`src/sv/pus_pkg.sv`:
```
// ----------------------------------------------------------------------------
// pus_pkg
// shared types and constants of the streaming pkcs7 unpadder
// ----------------------------------------------------------------------------
package pus_pkg;

    localparam int BLOCK_DEFAULT    = 16;
    localparam int LEN_BITS_DEFAULT = 16;
    localparam int BYTE_W           = 8;
    localparam int LEN_OUT_W        = 16;

    typedef enum logic [1:0] {
        ST_OK       = 2'd0,
        ST_SHORT    = 2'd1,
        ST_BAD_PAD  = 2'd2,
        ST_OVERFLOW = 2'd3
    } status_t;

    typedef enum logic [1:0] {
        S_IDLE,
        S_CHECK,
        S_FLUSH
    } state_t;

    // commands from the controller to the datapath
    typedef struct packed {
        logic push;     // non-final beat accepted
        logic finish;   // final beat accepted
        logic check;    // evaluate the trailer
        logic emit;     // move one held byte to the output register
    } ctrl_cmd_t;

    // status from the datapath to the controller
    typedef struct packed {
        logic out_free;  // output register empty or being taken
        logic last_emit; // one byte left to flush
    } dp_stat_t;

endpackage

```
`src/sv/pkcs7_unpad_stream.sv`:
```
// ----------------------------------------------------------------------------
// pkcs7_unpad_stream
// streaming pkcs7 unpadding with trailer check and length report
//
//   channel   direction   handshake             payload
//   in        sink        in_valid / in_ready   data_byte, last
//   out       source      out_valid / out_ready out_byte, is_padding, run_end,
//                                               msg_length, status
//
// one beat per cycle while a message streams and the output register is free;
// the final beat is followed by the trailer check, then the flush of the
// hold_count+1 held bytes (at most BLOCK) through the single output register,
// which shifts the hold window out one byte at a time; in_ready is low during
// check and flush, and while the output register is full and not being taken
// reset clears counters and control state; window contents need no reset
// ----------------------------------------------------------------------------
module pkcs7_unpad_stream #(
    parameter int BLOCK    = pus_pkg::BLOCK_DEFAULT,
    parameter int LEN_BITS = pus_pkg::LEN_BITS_DEFAULT
) (
    input  logic                          clk,
    input  logic                          rst_n,
    input  logic                          in_valid,
    output logic                          in_ready,
    input  logic [pus_pkg::BYTE_W-1:0]    data_byte,
    input  logic                          last,
    output logic                          out_valid,
    input  logic                          out_ready,
    output logic [pus_pkg::BYTE_W-1:0]    out_byte,
    output logic                          is_padding,
    output logic                          run_end,
    output logic [pus_pkg::LEN_OUT_W-1:0] msg_length,
    output logic [1:0]                    status
);

    pus_pkg::ctrl_cmd_t cmd;
    pus_pkg::dp_stat_t  stat;

    pus_ctrl u_ctrl (
        .clk      (clk),
        .rst_n    (rst_n),
        .in_valid (in_valid),
        .last     (last),
        .in_ready (in_ready),
        .stat     (stat),
        .cmd      (cmd)
    );

    pus_datapath #(
        .BLOCK    (BLOCK),
        .LEN_BITS (LEN_BITS)
    ) u_datapath (
        .clk        (clk),
        .rst_n      (rst_n),
        .cmd        (cmd),
        .stat       (stat),
        .data_byte  (data_byte),
        .out_valid  (out_valid),
        .out_ready  (out_ready),
        .out_byte   (out_byte),
        .is_padding (is_padding),
        .run_end    (run_end),
        .msg_length (msg_length),
        .status     (status)
    );

endmodule

```
`src/sv/pus_ctrl.sv`:
```
// ----------------------------------------------------------------------------
// pus_ctrl
// sequencer: streaming, trailer check and flush of the held bytes
// ----------------------------------------------------------------------------
module pus_ctrl (
    input  logic                clk,
    input  logic                rst_n,
    input  logic                in_valid,
    input  logic                last,
    output logic                in_ready,
    input  pus_pkg::dp_stat_t   stat,
    output pus_pkg::ctrl_cmd_t  cmd
);

    pus_pkg::state_t state_reg;
    pus_pkg::state_t state_next;

    always_ff @(posedge clk or negedge rst_n)
    begin
        if (!rst_n)
        begin
            state_reg <= pus_pkg::S_IDLE;
        end
        else
        begin
            state_reg <= state_next;
        end
    end

    always_comb
    begin
        state_next = state_reg;
        in_ready   = 1'b0;
        cmd        = '0;
        unique case (state_reg)
            pus_pkg::S_IDLE:
            begin
                in_ready = stat.out_free;
                if (in_valid && stat.out_free)
                begin
                    if (last)
                    begin
                        cmd.finish = 1'b1;
                        state_next = pus_pkg::S_CHECK;
                    end
                    else
                    begin
                        cmd.push = 1'b1;
                    end
                end
            end
            pus_pkg::S_CHECK:
            begin
                cmd.check  = 1'b1;
                state_next = pus_pkg::S_FLUSH;
            end
            pus_pkg::S_FLUSH:
            begin
                if (stat.out_free)
                begin
                    cmd.emit = 1'b1;
                    if (stat.last_emit)
                    begin
                        state_next = pus_pkg::S_IDLE;
                    end
                end
            end
            default:
            begin
                state_next = pus_pkg::S_IDLE;
            end
        endcase
    end

endmodule

```
`src/sv/pus_datapath.sv`:
```
// ----------------------------------------------------------------------------
// pus_datapath
// hold window, byte counter, trailer check and output register
// ----------------------------------------------------------------------------
module pus_datapath #(
    parameter int BLOCK    = pus_pkg::BLOCK_DEFAULT,
    parameter int LEN_BITS = pus_pkg::LEN_BITS_DEFAULT
) (
    input  logic                          clk,
    input  logic                          rst_n,
    input  pus_pkg::ctrl_cmd_t            cmd,
    output pus_pkg::dp_stat_t             stat,
    input  logic [pus_pkg::BYTE_W-1:0]    data_byte,
    output logic                          out_valid,
    input  logic                          out_ready,
    output logic [pus_pkg::BYTE_W-1:0]    out_byte,
    output logic                          is_padding,
    output logic                          run_end,
    output logic [pus_pkg::LEN_OUT_W-1:0] msg_length,
    output logic [1:0]                    status
);

    localparam int HW = $clog2(BLOCK);
    localparam int NW = $clog2(BLOCK + 1);
    localparam logic [LEN_BITS-1:0] LEN_MAX = '1;

    // window: BLOCK-1 held bytes plus a slot for the final byte
    logic [pus_pkg::BYTE_W-1:0] win_reg  [BLOCK];
    logic [pus_pkg::BYTE_W-1:0] win_next [BLOCK];
    logic [HW-1:0]              hold_count_reg, hold_count_next;
    logic [LEN_BITS-1:0]        byte_count_reg, byte_count_next;
    logic                       count_overflow_reg, count_overflow_next;
    logic [NW-1:0]              rem_reg, rem_next;
    logic [pus_pkg::BYTE_W-1:0] pad_reg, pad_next;
    pus_pkg::status_t           chk_status_reg, chk_status_next;
    logic [LEN_BITS-1:0]        chk_len_reg, chk_len_next;

    logic                       out_valid_reg, out_valid_next;
    logic [pus_pkg::BYTE_W-1:0] out_byte_reg, out_byte_next;
    logic                       is_padding_reg, is_padding_next;
    logic                       run_end_reg, run_end_next;
    logic [pus_pkg::LEN_OUT_W-1:0] msg_length_reg, msg_length_next;
    pus_pkg::status_t           status_reg, status_next;

    logic                       hold_full;
    logic                       out_free;
    logic                       last_emit;
    logic                       emit_pad;
    logic                       trailer_ok;
    logic [31:0]                len_wide;

    assign hold_full = (hold_count_reg == HW'(BLOCK - 1));
    assign out_free  = !out_valid_reg || out_ready;
    assign last_emit = (rem_reg == NW'(1));
    assign emit_pad  = (chk_status_reg == pus_pkg::ST_OK) &&
                       (pus_pkg::BYTE_W'(rem_reg) <= pad_reg);
    assign len_wide  = 32'(chk_len_reg);

    assign stat.out_free  = out_free;
    assign stat.last_emit = last_emit;

    // trailer bytes: window places n-p .. n-1 must all equal p
    always_comb
    begin
        trailer_ok = 1'b1;
        for (int i = 0; i < BLOCK; i++)
        begin
            if ((NW'(i) < rem_reg) &&
                (9'(i) + {1'b0, pad_reg} >= 9'(rem_reg)) &&
                (win_reg[i] != pad_reg))
            begin
                trailer_ok = 1'b0;
            end
        end
    end

    always_comb
    begin
        win_next            = win_reg;
        hold_count_next     = hold_count_reg;
        byte_count_next     = byte_count_reg;
        count_overflow_next = count_overflow_reg;
        rem_next            = rem_reg;
        pad_next            = pad_reg;
        chk_status_next     = chk_status_reg;
        chk_len_next        = chk_len_reg;
        out_valid_next      = out_valid_reg && !out_ready;
        out_byte_next       = out_byte_reg;
        is_padding_next     = is_padding_reg;
        run_end_next        = run_end_reg;
        msg_length_next     = msg_length_reg;
        status_next         = status_reg;

        if (cmd.push || cmd.finish)
        begin
            if (byte_count_reg == LEN_MAX)
            begin
                count_overflow_next = 1'b1;
            end
            else
            begin
                byte_count_next = byte_count_reg + LEN_BITS'(1);
            end
        end

        if (cmd.push)
        begin
            if (hold_full)
            begin
                // oldest held byte leaves as a plain beat
                out_valid_next  = 1'b1;
                out_byte_next   = win_reg[0];
                is_padding_next = 1'b0;
                run_end_next    = 1'b0;
                msg_length_next = '0;
                status_next     = pus_pkg::ST_OK;
                for (int i = 0; i < BLOCK - 2; i++)
                begin
                    win_next[i] = win_reg[i + 1];
                end
                win_next[BLOCK - 2] = data_byte;
            end
            else
            begin
                win_next[hold_count_reg] = data_byte;
                hold_count_next          = hold_count_reg + HW'(1);
            end
        end

        if (cmd.finish)
        begin
            win_next[hold_count_reg] = data_byte;
            pad_next                 = data_byte;
            rem_next                 = NW'(hold_count_reg) + NW'(1);
        end

        if (cmd.check)
        begin
            chk_len_next = byte_count_reg - LEN_BITS'(pad_reg);
            priority if (count_overflow_reg)
            begin
                chk_status_next = pus_pkg::ST_OVERFLOW;
            end
            else if (byte_count_reg < LEN_BITS'(BLOCK))
            begin
                chk_status_next = pus_pkg::ST_SHORT;
            end
            else if ((pad_reg == '0) || (pad_reg > pus_pkg::BYTE_W'(BLOCK)) ||
                     (pad_reg > pus_pkg::BYTE_W'(rem_reg)) || !trailer_ok)
            begin
                chk_status_next = pus_pkg::ST_BAD_PAD;
            end
            else
            begin
                chk_status_next = pus_pkg::ST_OK;
            end
        end

        if (cmd.emit)
        begin
            out_valid_next  = 1'b1;
            out_byte_next   = emit_pad ? '0 : win_reg[0];
            is_padding_next = emit_pad;
            run_end_next    = last_emit;
            msg_length_next = '0;
            status_next     = pus_pkg::ST_OK;
            if (last_emit)
            begin
                status_next = chk_status_reg;
                if (chk_status_reg == pus_pkg::ST_OK)
                begin
                    msg_length_next = len_wide[pus_pkg::LEN_OUT_W-1:0];
                end
                hold_count_next     = '0;
                byte_count_next     = '0;
                count_overflow_next = 1'b0;
            end
            for (int i = 0; i < BLOCK - 1; i++)
            begin
                win_next[i] = win_reg[i + 1];
            end
            rem_next = rem_reg - NW'(1);
        end
    end

    always_ff @(posedge clk or negedge rst_n)
    begin
        if (!rst_n)
        begin
            hold_count_reg     <= '0;
            byte_count_reg     <= '0;
            count_overflow_reg <= 1'b0;
            rem_reg            <= '0;
            out_valid_reg      <= 1'b0;
        end
        else
        begin
            hold_count_reg     <= hold_count_next;
            byte_count_reg     <= byte_count_next;
            count_overflow_reg <= count_overflow_next;
            rem_reg            <= rem_next;
            out_valid_reg      <= out_valid_next;
        end
    end

    always_ff @(posedge clk)
    begin
        win_reg        <= win_next;
        pad_reg        <= pad_next;
        chk_status_reg <= chk_status_next;
        chk_len_reg    <= chk_len_next;
        out_byte_reg   <= out_byte_next;
        is_padding_reg <= is_padding_next;
        run_end_reg    <= run_end_next;
        msg_length_reg <= msg_length_next;
        status_reg     <= status_next;
    end

    assign out_valid  = out_valid_reg;
    assign out_byte   = out_byte_reg;
    assign is_padding = is_padding_reg;
    assign run_end    = run_end_reg;
    assign msg_length = msg_length_reg;
    assign status     = status_reg;

endmodule

```
`config.mk`:
```
export PLATFORM = sky130hd
export DESIGN_NAME = pkcs7_unpad_stream
export DESIGN_NICKNAME = d
export VERILOG_FILES = /design/src/sv/pus_pkg.sv /design/src/sv/pkcs7_unpad_stream.sv /design/src/sv/pus_ctrl.sv /design/src/sv/pus_datapath.sv
export SDC_FILE = /design/constraint.sdc
export NUM_CORES = 1
export LEC_CHECK = 0
export BUFFER_PORTS_ARGS = -buffer_cell sky130_fd_sc_hd__buf_2
export CORE_MARGIN = 2
export CORE_UTILIZATION = 63
export CTS_CLUSTER_DIAMETER = 30
export DETAILED_ROUTE_END_ITERATION = 7
export GPL_TIMING_DRIVEN = 0
export MAX_ROUTING_LAYER = met4
export PLACE_DENSITY = 0.79
export REMOVE_ABC_BUFFERS = 1
export SLEW_MARGIN = 10
export SYNTH_ARGS = -nofsm -noshare
export SYNTH_HDL_FRONTEND = slang
export SYNTH_SLANG_ARGS = --single-unit
```
`constraint.sdc`:
```
create_clock -name clk -period 3.98 [get_ports clk]
set_input_delay 0.199 -clock clk [delete_from_list [all_inputs] [get_ports clk]]
set_output_delay 0.199 -clock clk [all_outputs]
set_load 0.01 [all_outputs]
```
==> run_results.csv, run 1 <==
group,metric,value,unit
timing,worst_slack,122,ps
power,power_density,798,mW/mm^2
layout,fin_nets,1555,
min_path,hp-class,"in2reg",
synthesis,synth-seq-cells,211,
critical_path,required,4250,ps
placement,place.gp.congestion,0.946,
timing,finalClockSkew,28.6,ps
placement,pre_cts_ws,-345,ps
job,cap_violations,0,
routing,final_antenna_net_count,0,
timing,period_needed,3860,ps
synthesis,syn_inst,1455,
placement,dp_hpwl,23700,um
critical_path,cp-start-kind,"flop",
die,start_util,0.647,
critical_path,end_kind,"flop",
layout,largest_register_ffs,128,
timing,final_hold_viol_count,0,
clocking,root_buffer,"clkbuf_16",
synthesis,yosysWarnings,0,
placement,portBuffers,42,
layout,fill_cells,1385,
global_route,antenna_found_initial,1,
layout,final_cells,1764,
critical_path,cp_max_fo,19,
placement,placed_area,0.0133,mm^2
layout,final_cell_mix,"a21oi_1, nor2_1, dfxtp_1",
layout,layout_commonest_cell,"a21oi_1",
die,row_count,51,
synthesis,synthFlopType,"dfxtp_1",
routing,wirelength,35800,um
clocking,clkLatencyLatePin,540,ps
synthesis,synth_area,0.0127,mm^2
die,die_height,146,um
timing,holdWs,23.4,ps
synthesis,synth_seq_area_share,0.386,
power,vdd_drop_max,0.522,mV
critical_path,crit_arrival,4130,ps
die,io_pins,43,
power,p_leak,5.84,nW
global_route,overflow,0,
clocking,h-tree-depth,2,
die,die_w,146,um
layout,final_layout_size_suffix_gt1_frac,0.113,
layout,utilization,0.748,
timing,slew_headroom,0.333,
die,die_area,0.0214,mm^2
timing,setup_viol,0,
synthesis,async_flop_share,0.137,
routing,routed-via-count,11400,
placement,dp.cells,1682,
synthesis,synth_enable_flop_cells,54,
global_route,grt_pass1_wl,56900,um
layout,area_growth,15.6,%
routing,viasPerCell,6.46,
global_route,grt_pass1_vias,11100,
clocking,clk_path_buf_depth,3,
routing,wl_per_cell,20.3,um
critical_path,r2r_slack,120,ps
timing,max_freq,259,MHz
global_route,grt_max_degree,65,
synthesis,syn_avg_cell_area,8.75,um^2
global_route,grt_usage,0.337,
power,p_total,11.7,mW
routing,drt-initial-drc-count,1249,
die,core_area,0.0197,mm^2
timing,fin_crit_sh,0.969,
critical_path,worstSetupPathType,"reg2reg",
routing,drc,0,
outcome,outcome,"finished clean",
timing,tightest_slew,999,ps
timing,rsz0062_at_grt,"false",
layout,finish.instance_area,0.0147,mm^2
synthesis,synth.distinct_cells,70,
clocking,cts_buffers,42,
timing,tns,0,ps
timing,final_max_slew_viol_count,0,
routing,first_pass_iters,5,
clocking,cts_tree,"done",
clocking,cts.reportedPaths.clkPinSlew,60,ps
clocking,clock-sinks,211,
==> logic make-up (layout without fill, tap and decap cells) <==
family,after synthesis,count (layout),share of synthesized area
xor+xnor,181,181,0.125
fa+ha+maj,77,77,0.0763
buf+inv,142,185,0.0472
compound gates,409,409,0.191
mux,20,20,0.0166
flops,211,211,0.386
other cells,0,1,0
simple gates,415,415,0.158
==> critical path, stage by stage (launching register included) <==
cell and delay [ps]:
edfxtp_1 800, buf_16 240, buf_8 160, ha_1 580, and2_1 350, a31oi_1 130
a2111oi_2 670, a221oi_1 220, nor4_1 300, a31oi_1 120
==> final timing paths <==
kind / startpoint / to / cells after the start
setup / recovery: u_datapath.pad_reg[4]$_DFFE_PP_ / u_datapath.chk_status_reg[1]$_SDFFCE_PP1N_ / 9
hold / removal: out_ready / u_datapath.out_valid$_DFF_PN0_ / 3
setup reg to reg: u_datapath.pad_reg[4]$_DFFE_PP_ / u_datapath.chk_status_reg[1]$_SDFFCE_PP1N_ / 9
hold reg to reg: u_datapath.win_reg[2]$_DFF_P_ / u_datapath.win_reg[10]$_DFF_P_ / 2
max in group asynchronous: rst_n / u_datapath.hold_count_reg[3]$_DFF_PN0_ / 2
min in group asynchronous: rst_n / u_datapath.rem_reg[4]$_DFFE_PN0P_ / 2
==> area by class of cell <==
class                      instances  area [um^2]  share of cell area
clock inverter                    17          174              0.0118
clock buffer                      60         1220              0.0829
timing repair buffer              65          653              0.0444
inverter                          43          161              0.0110
tap                              265          332              0.0225
multi-input combinational       1102         7260               0.493
antenna                            1         2.50            0.000170
sequential                       211         4910               0.334
==> per-layer routing <==
layer	track usage	wire [um]	vias up
met1	0.397	13900	5390
met3	0.0859	3530	138
met2	0.552	16900	627
met5	-	0	-
met4	0.140	1430	0
li1	-	-	5236
==> what timing repair did <==
action	4_1_cts	5_1_grt
setup buffers	1	2
endpoints found under the hold margin	29	0
endpoints found under the setup margin	1	1
resized for setup	1	5
pin swaps	0	1
hold buffers	1	0
==> cell usage after synthesis, types with 3 or more instances <==
cell       number  area (um^2)
o211ai_1        6         45.0
a211oi_1        7         52.6
buf_1           6         22.5
o21a_1          4         30.0
and2_1         27          169
a2111oi_0       5         43.8
o2111ai_1       3         26.3
dfrtp_1        29          726
o21ai_0        42          210
a41oi_1         3         26.3
ha_1           76          951
buf_2          30          150
a22oi_1         3         22.5
nor4_1         21          131
edfxtp_1       54         1620
o22ai_1       115          719
o31ai_1         3         22.5
and3_1          6         37.5
mux2i_1        11          110
a21oi_1       169          846
nor3_1         19         95.1
a31oi_1        14         87.6
a311oi_1        4         35.0
a21o_1         12         90.1
or3_1           5         31.3
nand2_1        77          289
mux2_2          9          101
xnor2_1        96          841
nand2b_1       11         68.8
a21boi_0        3         22.5
nand3_1        20          100
xor2_1         85          744
nor2b_1        21          131
nand4_1        21          131
inv_1          41          154
o41ai_1         3         26.3
buf_6           3         33.8
clkbuf_1       58          218
nor2_1        164          616
dfxtp_1       128         2560
or2_2           6         37.5
==> where the power goes <==
part / switching (mW) / internal [mW]
Sequential: 0.846 / 3.07
Combinational: 2.55 / 1.82
Clock: 1.17 / 2.27
Total: 4.57 / 7.16
Power figures use the tool's default switching activity.
==> run 2, diff against run 1 <==
--- a/config.mk
+++ b/config.mk
@@ -7,14 +7,13 @@
 export LEC_CHECK = 0
 export BUFFER_PORTS_ARGS = -buffer_cell sky130_fd_sc_hd__buf_2
 export CORE_MARGIN = 2
-export CORE_UTILIZATION = 63
+export CORE_UTILIZATION = 55
 export CTS_CLUSTER_DIAMETER = 30
 export DETAILED_ROUTE_END_ITERATION = 7
 export GPL_TIMING_DRIVEN = 0
 export MAX_ROUTING_LAYER = met4
-export PLACE_DENSITY = 0.79
+export PLACE_DENSITY = 0.7
 export REMOVE_ABC_BUFFERS = 1
-export SLEW_MARGIN = 10
 export SYNTH_ARGS = -nofsm -noshare
 export SYNTH_HDL_FRONTEND = slang
 export SYNTH_SLANG_ARGS = --single-unit
==> run_results.csv, run 2 (synthesis gave the netlist of run 1 again) <==
group,metric,value,unit
die,start_util,0.560,
clocking,clk_path_buf_depth,3,
power,p_leak,5.96,nW
critical_path,cp-start-kind,"flop",
critical_path,cp_slowest_cell,"nor4b_4",
layout,multi_input_area,0.00726,mm^2
clocking,cts.reportedPaths.clkPinSlew,50,ps
placement,dp.cells,1703,
placement,dp_hpwl,23900,um
critical_path,cpPeakStageDelay,820,ps
layout,final_layout_size_suffix_gt1_frac,0.119,
layout,antenna_cells,0,
power,power_density,789,mW/mm^2
clocking,h-tree-depth,2,
die,row_count,55,
timing,finalClockSkew,16.9,ps
critical_path,crit_arrival,3840,ps
layout,final_cell_mix,"a21oi_1, nor2_1, dfxtp_1",
global_route,grt_usage,0.301,
layout,fin_nets,1571,
die,die_w,156,um
power,vdd_drop_max,0.516,mV
layout,final_cells,1802,
outcome,outcome,"finished clean",
clocking,cts_buffers,47,
global_route,overflow,0,
critical_path,worstSetupPathType,"reg2reg",
layout,fill_cells,1823,
clocking,clock-sinks,211,
clocking,cts_tree,"done",
critical_path,critical-path-top-delay-family,"simple AND/OR/NAND/NOR gates",
timing,tightest_slew,1030,ps
die,core_area,0.0227,mm^2
layout,largest_register_ffs,128,
placement,portBuffers,42,
critical_path,required,4120,ps
timing,final_max_slew_viol_count,0,
global_route,grt_pass1_wl,56900,um
min_path,hp-class,"in2reg",
routing,first_pass_iters,6,
layout,utilization,0.658,
critical_path,end_kind,"flop",
routing,drt-initial-drc-count,1026,
layout,seqCellArea,0.00491,mm^2
routing,viasPerCell,6.13,
routing,routed-via-count,11100,
critical_path,crit_chain,"nor2b_2 -> nor4b_4 -> and3_1 -> a21oi_4 -> buf_12 -> buf_16 -> inv_1",
timing,period_needed,3700,ps
layout,layout_commonest_cell,"a21oi_1",
critical_path,crit_buf_inv,3,
routing,wl_per_cell,19.7,um
global_route,antenna_found_initial,0,
routing,final_antenna_net_count,0,
global_route,grt_max_degree,61,
layout,area_growth,17.4,%
die,io_pins,43,
routing,drc,0,
clocking,root_buffer,"clkbuf_16",
critical_path,cp_max_fo,31,
die,die_area,0.0244,mm^2
timing,final_hold_viol_count,0,
timing,max_freq,270,MHz
timing,slew_headroom,0.316,
placement,place.gp.congestion,0.908,
job,cap_violations,0,
timing,setup_viol,0,
global_route,grt_pass1_vias,10900,
die,die_height,156,um
clocking,clkLatencyLatePin,530,ps
routing,wirelength,35500,um
timing,fin_crit_sh,0.931,
==> run 2: changes by cell type in the layout (fill, tap and decap cells not counted), moves of 3 or more <==
cell       change
clkbuf_16      +5
ha_2           -3
clkbuf_8       -3
clkbuf_1       +4
ha_1           +3
inv_6          -3
buf_4          +9
clkinv_2       +6
==> run 2: where the power goes <==
group	total, mW	internal (mW)	leakage [nW]	switching [mW]
combinational	4.32	1.83	3.29	2.49
sequential	3.89	3.08	1.93	0.814
clock	3.58	2.41	0.740	1.17
total	11.8	7.32	5.96	4.47
==> run 2: layout make-up <==
| cell class | instances | area share |
|---|---|---|
| clock buffer | 66 | 0.0882 |
| clock inverter | 19 | 0.0110 |
| inverter | 43 | 0.0108 |
| multi-input combinational | 1102 | 0.486 |
| sequential | 211 | 0.329 |
| tap | 285 | 0.0239 |
| timing repair buffer | 76 | 0.0519 |
==> run 2: worst paths after layout <==
path	startpoint	endpoint	slack (ps)	depth (start not counted)
setup / recovery	u_datapath.out_valid$_DFF_PN0_	u_datapath.status[1]$_SDFFCE_PN0P_	280	7
hold / removal	data_byte[3]	u_datapath.pad_reg[3]$_DFFE_PP_	140	1
setup reg to reg	u_datapath.out_valid$_DFF_PN0_	u_datapath.status[1]$_SDFFCE_PN0P_	280	7
hold reg to reg	u_datapath.win_reg[3]$_DFF_P_	u_datapath.win_reg[11]$_DFF_P_	490	2
max in group asynchronous	rst_n	u_datapath.rem_reg[4]$_DFFE_PN0P_	3270	2
min in group asynchronous	rst_n	u_datapath.byte_count_reg[8]$_DFF_PN0_	250	2
==> run 2: per-stage QoR <==
step	setup TNS (ps)	power [mW]	worst slack [ps]	hold WS (ps)	cell area, um^2
2_1_floorplan	-279410	6.76	-3890	-96.6	12300
3_3_place_gp	-683980	7.60	-7650	274	12900
3_5_place_dp	-480	8.07	-480	273	13300
4_1_cts	0	11.7	12.6	111	14800
5_1_grt	-3.46	12.5	-3.46	135	14900
6_report	0	11.8	276	136	14900
==> run 2: per-layer routing <==
layer,wire length (um),up-vias,GRT usage
li1,-,5278,-
met1,15300,5239,0.383
met2,16700,434,0.485
met3,2390,103,0.0481
met4,1110,0,0.111
met5,0,-,-
==> run 2: timing repair <==
action	in CTS	in global routing
hold buffers	2	0
hold endpoints to repair	30	0
buffers inserted	1	11
gates resized for setup	2	4
endpoints found under the setup margin	1	1
pin swaps	0	1
